$ cat src/rmsprop_weight_update_macros.svh
// Assertion macros for the RMSProp weight update block.
// Included by the top level; no other dependencies.
`ifndef RMSPROP_WEIGHT_UPDATE_MACROS_SVH
`define RMSPROP_WEIGHT_UPDATE_MACROS_SVH

`ifndef SYNTHESIS
// Same-cycle implication, disabled during reset.
`define RMSW_ASSERT_IMP(label, clk, rst_n, ante, cons, msg) \
  label: assert property (@(posedge clk) disable iff (!rst_n) (ante) |-> (cons)) \
    else $error(msg);
// Next-cycle implication, disabled during reset.
`define RMSW_ASSERT_NXT(label, clk, rst_n, ante, cons, msg) \
  label: assert property (@(posedge clk) disable iff (!rst_n) (ante) |=> (cons)) \
    else $error(msg);
`else
`define RMSW_ASSERT_IMP(label, clk, rst_n, ante, cons, msg)
`define RMSW_ASSERT_NXT(label, clk, rst_n, ante, cons, msg)
`endif

`endif

$ cat src/rmsw_pkg.sv
// Shared types, constants and arithmetic step functions of the RMSProp block.
// No dependencies.
`timescale 1ns / 1ps

package rmsw_pkg;

  // Default store depth and register reset values.
  localparam int STORE_DEPTH_DEF = 4096;
  localparam logic [15:0] DECAY_RESET = 16'd58982;
  localparam logic [31:0] EPS_RESET = 32'd1;
  localparam logic [23:0] LR_RESET = 24'd16777;

  // Pipeline depths of the iterative units, two digits per stage.
  localparam int SQRT_STAGES = 14;
  localparam int DIV_STAGES = 28;

  // Configuration register indexes.
  typedef enum logic [1:0] {
    REG_DECAY = 2'd0,
    REG_EPS   = 2'd1,
    REG_LR    = 2'd2
  } reg_idx_t;

  // Per-request data that travels beside the arithmetic.
  typedef struct packed {
    logic [31:0] weight;
    logic        neg;
    logic [31:0] mag;
    logic [11:0] idx;
    logic        last;
    logic        div_zero;
    logic        num_zero;
  } side_t;

  // Status of the mean-square front end.
  typedef struct packed {
    logic clearing;
  } msq_stat_t;

  typedef struct packed {
    logic [31:0] rem;
    logic [27:0] root;
  } sq_t;

  typedef struct packed {
    logic [32:0] rem;
    logic [55:0] quo;
  } dv_t;

  // One digit of the integer square root.
  function automatic sq_t sqrt_step(input sq_t cur, input logic [1:0] pair);
    logic [31:0] r2;
    logic [31:0] trial;
    sq_t res;
    r2 = {cur.rem[29:0], pair};
    trial = {2'b00, cur.root, 2'b01};
    if (r2 >= trial) begin
      res.rem = r2 - trial;
      res.root = {cur.root[26:0], 1'b1};
    end else begin
      res.rem = r2;
      res.root = {cur.root[26:0], 1'b0};
    end
    return res;
  endfunction

  // One bit of restoring division; the dividend shifts out of quo as
  // quotient bits shift in.
  function automatic dv_t div_step(input dv_t cur, input logic [32:0] d);
    logic [33:0] r2;
    dv_t res;
    r2 = {cur.rem, cur.quo[55]};
    if (r2 >= {1'b0, d}) begin
      res.rem = 33'(r2 - {1'b0, d});
      res.quo = {cur.quo[54:0], 1'b1};
    end else begin
      res.rem = r2[32:0];
      res.quo = {cur.quo[54:0], 1'b0};
    end
    return res;
  endfunction

endpackage

$ cat src/rmsw_sqrt.sv
// Pipelined integer square root of the mean square in Q8.24, two digits
// per stage. Depends on rmsw_pkg.
`timescale 1ns / 1ps

module rmsw_sqrt (
  input  logic            clk,
  input  logic            rst_n,
  input  logic            adv,
  input  logic            sq_in_valid,
  input  logic [31:0]     sq_in_square,
  input  rmsw_pkg::side_t sq_in_side,
  output logic            sq_valid,
  output logic [27:0]     sq_root,
  output rmsw_pkg::side_t sq_side
);
  import rmsw_pkg::*;

  logic        v_r    [0:SQRT_STAGES];
  sq_t         st_r   [0:SQRT_STAGES];
  logic [55:0] xs_r   [0:SQRT_STAGES];
  side_t       side_r [0:SQRT_STAGES];

  // Load stage: the radicand is the mean square shifted up by 24 bits.
  always_ff @(posedge clk) begin
    if (!rst_n) begin
      v_r[0] <= 1'b0;
    end else if (adv) begin
      v_r[0] <= sq_in_valid;
    end
  end

  always_ff @(posedge clk) begin
    if (adv) begin
      st_r[0] <= '0;
      xs_r[0] <= {sq_in_square, 24'b0};
      side_r[0] <= sq_in_side;
    end
  end

  // Digit stages.
  for (genvar k = 0; k < SQRT_STAGES; k++) begin : g_stage
    sq_t mid, nxt;
    always_comb begin
      mid = sqrt_step(st_r[k], xs_r[k][55:54]);
      nxt = sqrt_step(mid, xs_r[k][53:52]);
    end

    always_ff @(posedge clk) begin
      if (!rst_n) begin
        v_r[k+1] <= 1'b0;
      end else if (adv) begin
        v_r[k+1] <= v_r[k];
      end
    end

    always_ff @(posedge clk) begin
      if (adv) begin
        st_r[k+1] <= nxt;
        xs_r[k+1] <= {xs_r[k][51:0], 4'b0};
        side_r[k+1] <= side_r[k];
      end
    end
  end

  assign sq_valid = v_r[SQRT_STAGES];
  assign sq_root = st_r[SQRT_STAGES].root;
  assign sq_side = side_r[SQRT_STAGES];

endmodule

$ cat config.mk
export PLATFORM = sky130hd
export DESIGN_NAME = rmsw_sqrt
export DESIGN_NICKNAME = d
export VERILOG_FILES = /design/src/rmsprop_weight_update_macros.svh /design/src/rmsw_pkg.sv /design/src/rmsw_sqrt.sv
export SDC_FILE = /design/constraint.sdc
export NUM_CORES = 2
export LEC_CHECK = 0
export BUFFER_PORTS_ARGS = -buffer_cell sky130_fd_sc_hd__buf_2
export CORE_ASPECT_RATIO = 0.6
export CORE_UTILIZATION = 30
export DETAILED_ROUTE_END_ITERATION = 6
export PLACE_DENSITY_LB_ADDON = 0.1
export REMOVE_ABC_BUFFERS = 1
export SLEW_MARGIN = 20
export SYNTH_ARGS = -nofsm -noshare
export SYNTH_HDL_FRONTEND = slang
export SYNTH_SLANG_ARGS = --single-unit
$ cat constraint.sdc
create_clock -name clk -period 8.65 [get_ports clk]
set_clock_uncertainty 0.1 [all_clocks]
set_input_delay 0.4325 -clock clk [delete_from_list [all_inputs] [get_ports clk]]
set_output_delay 0.4325 -clock clk [all_outputs]
set_load 0.05 [all_outputs]
==> flow_metrics.tcl <==
set metrics [dict create \
    outcome "finished, final reports clean" \
    power.density_mw_per_mm2 272 \
    cts_resized 0 \
    fin_nets 7596 \
    worstSkewPairLatency_ns 0.91 \
    layout.cells.non_filler 11126 \
    p_leak_nw 37.4 \
    maxSlewHeadroom_pct 16.6 \
    ant_nets 0 \
    timing.fmax_ghz 0.129 \
    setup_viol 0 \
    internal_power_w 0.0192 \
    arrival_ns 8.29 \
    ys_types 102 \
    finalPower_w 0.0279 \
    drt-initial-drc-count 4923 \
    start_util_pct 30.2 \
    period_share_pct 89.4 \
    first_pass_iters 6 \
    grt_pass1_vias 50990 \
    synth_edf_count 1932 \
    grt_usage_pct 13.5 \
    cp_data_required_time_ns 9.20 \
    cp_slowest_stage_delay_ns 0.49 \
    end_kind "flip-flop" \
    path_clk_slew_ns 0.06 \
    critical_path_class "reg -> reg" \
    seq_power_share_pct 44.0 \
    slowest_stage "edfxtp_1" \
    dieArea_sq_mm 0.299 \
    synth_most_common_cell "edfxtp_1" \
    ir_drop_uv 150 \
    grt_setup_unrepaired "no" \
    grt_overflow_total 0 \
    yosys_warnings 0 \
    min_path_type "in -> reg" \
    dp_cells 10643 \
    p_sw_w 0.00869 \
    cp_max_fo 8 \
    htreeDepth 4 \
    antenna_found_initial 2 \
    finalHoldViolCount 0 \
    tightest_slew_ns 1.22 \
    syn-instance-count 6612 \
    fin_tns_setup_ns 0 \
    p_clk_share_pct 30.3 \
    routed_wl_microns 206000 \
    ff2ff_path_depth 25 \
    area_growth_pct 15.1 \
    synth_top_area_share_pct 65.2 \
    cts_tree "yes" \
    synth-seq-cells 1933 \
    die_w_microns 705 \
    drv.max_cap_violation_count 0 \
    pwr-share-comb_pct 25.7 \
    drcViolationCount 0 \
    vias 53416 \
    hold_ws_ns 0.139 \
    ys.flop_type "edfxtp_1" \
    ctsRootBufferMaster "clkbuf_16" \
    crit_path_start_kind "flip-flop" \
    clock_sinks 1933 \
    synthesis.area_sq_mm 0.0889 \
    rows 154 \
    hpwlAfterDp_microns 149000 \
    coreArea_sq_mm 0.294 \
    drive_gt1_share_pct 10.7 \
    postCtsSetupBuffers 0 \
    whs_path_depth 2 \
    numCtsBuffers 205 \
    synth_common_cells "edfxtp_1, nor2_1, nand2_1" \
    grt_max_degree 178 \
    place.gp.congestion 0.856 \
    detail_route.wl_per_cell_microns 18.6 \
    drv_slew 0 \
    ios 225 \
    synth_async_sr_flop_share_pct 0 \
    die_y_microns 424 \
    synth_area_leader_cell "edfxtp_1" \
    io_buffer_count 224 \
    syn_avg_cell_area_sq_um 13.4 \
    clock_path_buffers 4 \
    min_period_ns 7.74 \
    vias_per_cell 4.80 \
    yosysSeqAreaShare_pct 65.3 \
    synth_area_leaders "edfxtp_1, ha_1, xnor2_1, a21oi_1, xor2_1" \
    switching_share_pct 31.2 \
    grt_pass1_wl_microns 315000 \
]
## cells in the final DEF (no fill, tap or decap), types with 19 or more instances in the layout
master,count
o21ai_0,313
nand3_1,130
buf_2,223
xnor2_1,302
ha_1,403
and2_1,40
nand3b_1,26
nor4_1,71
o21a_1,78
clkbuf_16,206
mux2i_1,26
xor2_1,223
clkinv_1,47
inv_1,329
a31oi_1,46
o21bai_1,41
or4_1,39
mux2_2,101
a21oi_1,398
clkbuf_1,34
or2_2,32
a21o_1,157
nand2b_1,76
clkinv_2,38
nor2b_1,68
o31ai_1,50
nor3_1,116
dlygate4sd3_1,116
nand2_1,416
buf_4,54
o211ai_1,27
and3_1,59
or3_1,54
nand4_1,84
a211oi_1,37
nor2_1,432
edfxtp_1,1932
and4_1,19
## power by group through the flow
stage	Combinational (W)	Sequential [W]	Clock, W
after floorplan	0.00510	0.0122	0
after global placement	0.00700	0.0124	0
after detailed placement	0.00702	0.0124	0
after CTS	0.00711	0.0123	0.00885
after global routing	0.00799	0.0124	0.00920
final	0.00716	0.0123	0.00843
## path summary, 6_finish.rpt
| check | to | from | slack, ns |
|---|---|---|---|
| min reg2reg | side_r[7][56]$_DFFE_PP_ | side_r[6][56]$_DFFE_PP_ | 0.26 |
| max reg2reg | st_r[1][113]$_DFFE_PP_ | st_r[1][0]$_DFFE_PP_ | 0.91 |
| min | side_r[0][6]$_DFFE_PP_ | sq_in_side[6] | 0.14 |
| max | st_r[1][113]$_DFFE_PP_ | st_r[1][0]$_DFFE_PP_ | 0.91 |
## registers in the layout, summed over array words and instances (netlist names)
signal,count
v_r,15
xs_r,144
side_r,1200
st_r,574
## cell families (layout without fill, tap and decap cells)
family | Yosys count | in the layout | synth area share (%)
other | 1 | 6 | 0.00422
AND/OR/NAND/NOR | 1763 | 1763 | 10.2
buffers and inverters | 497 | 1106 | 2.24
flip-flops | 1933 | 1933 | 65.3
AO/OA/AOI/OAI | 1349 | 1349 | 9.63
XOR/XNOR | 525 | 525 | 5.17
adder cells (fa/ha/maj) | 414 | 414 | 5.92
multiplexers | 130 | 130 | 1.61
## critical path: cells and delay by family, from the launching register on
kind            cells  cell delay, ns
buf+inv             4            1.05
compound gates      9            2.77
mux                 1            0.48
xor+xnor            1            0.27
fa+ha+maj           3            1.02
simple gates        7            1.34
flops               1            0.49
## area by class of cell
| type | instances | area [sq um] |
|---|---|---|
| Clock inverter | 123 | 973 |
| Antenna cell | 4 | 10.0 |
| Fill cell | 28467 | 192000 |
| Tap cell | 3900 | 4880 |
| Clock buffer | 240 | 5280 |
| Timing Repair Buffer | 406 | 2940 |
| Inverter | 337 | 1260 |
| Multi-Input combinational cell | 4183 | 28900 |
| Sequential cell | 1933 | 58000 |
## routing by layer
layer / wire length, microns / track usage, % / up-vias
met5: 0 / 0 / -
li1: - / - / 25957
met2: 68700 / 15.6 / 1332
met3: 13900 / 3.13 / 249
met4: 3580 / 2.71 / 0
met1: 120000 / 23.6 / 25878
## metrics by stage
step	cell area [sq um]	worst slack [ns]	util, %
2_1_floorplan	88200	0.714	-
3_5_place_dp	94900	0.927	32.3
6_report	102000	0.913	34.8
5_1_grt	102000	0.433	34.8
3_3_place_gp	94900	0.741	32.2
4_1_cts	102000	0.917	34.8
## timing repair
action | CTS | global route
setup endpoints to repair | 0 | 0
hold buffers | 116 | 0
endpoints found under the hold margin | 197 | 0
(Power assumes the default switching activity.)
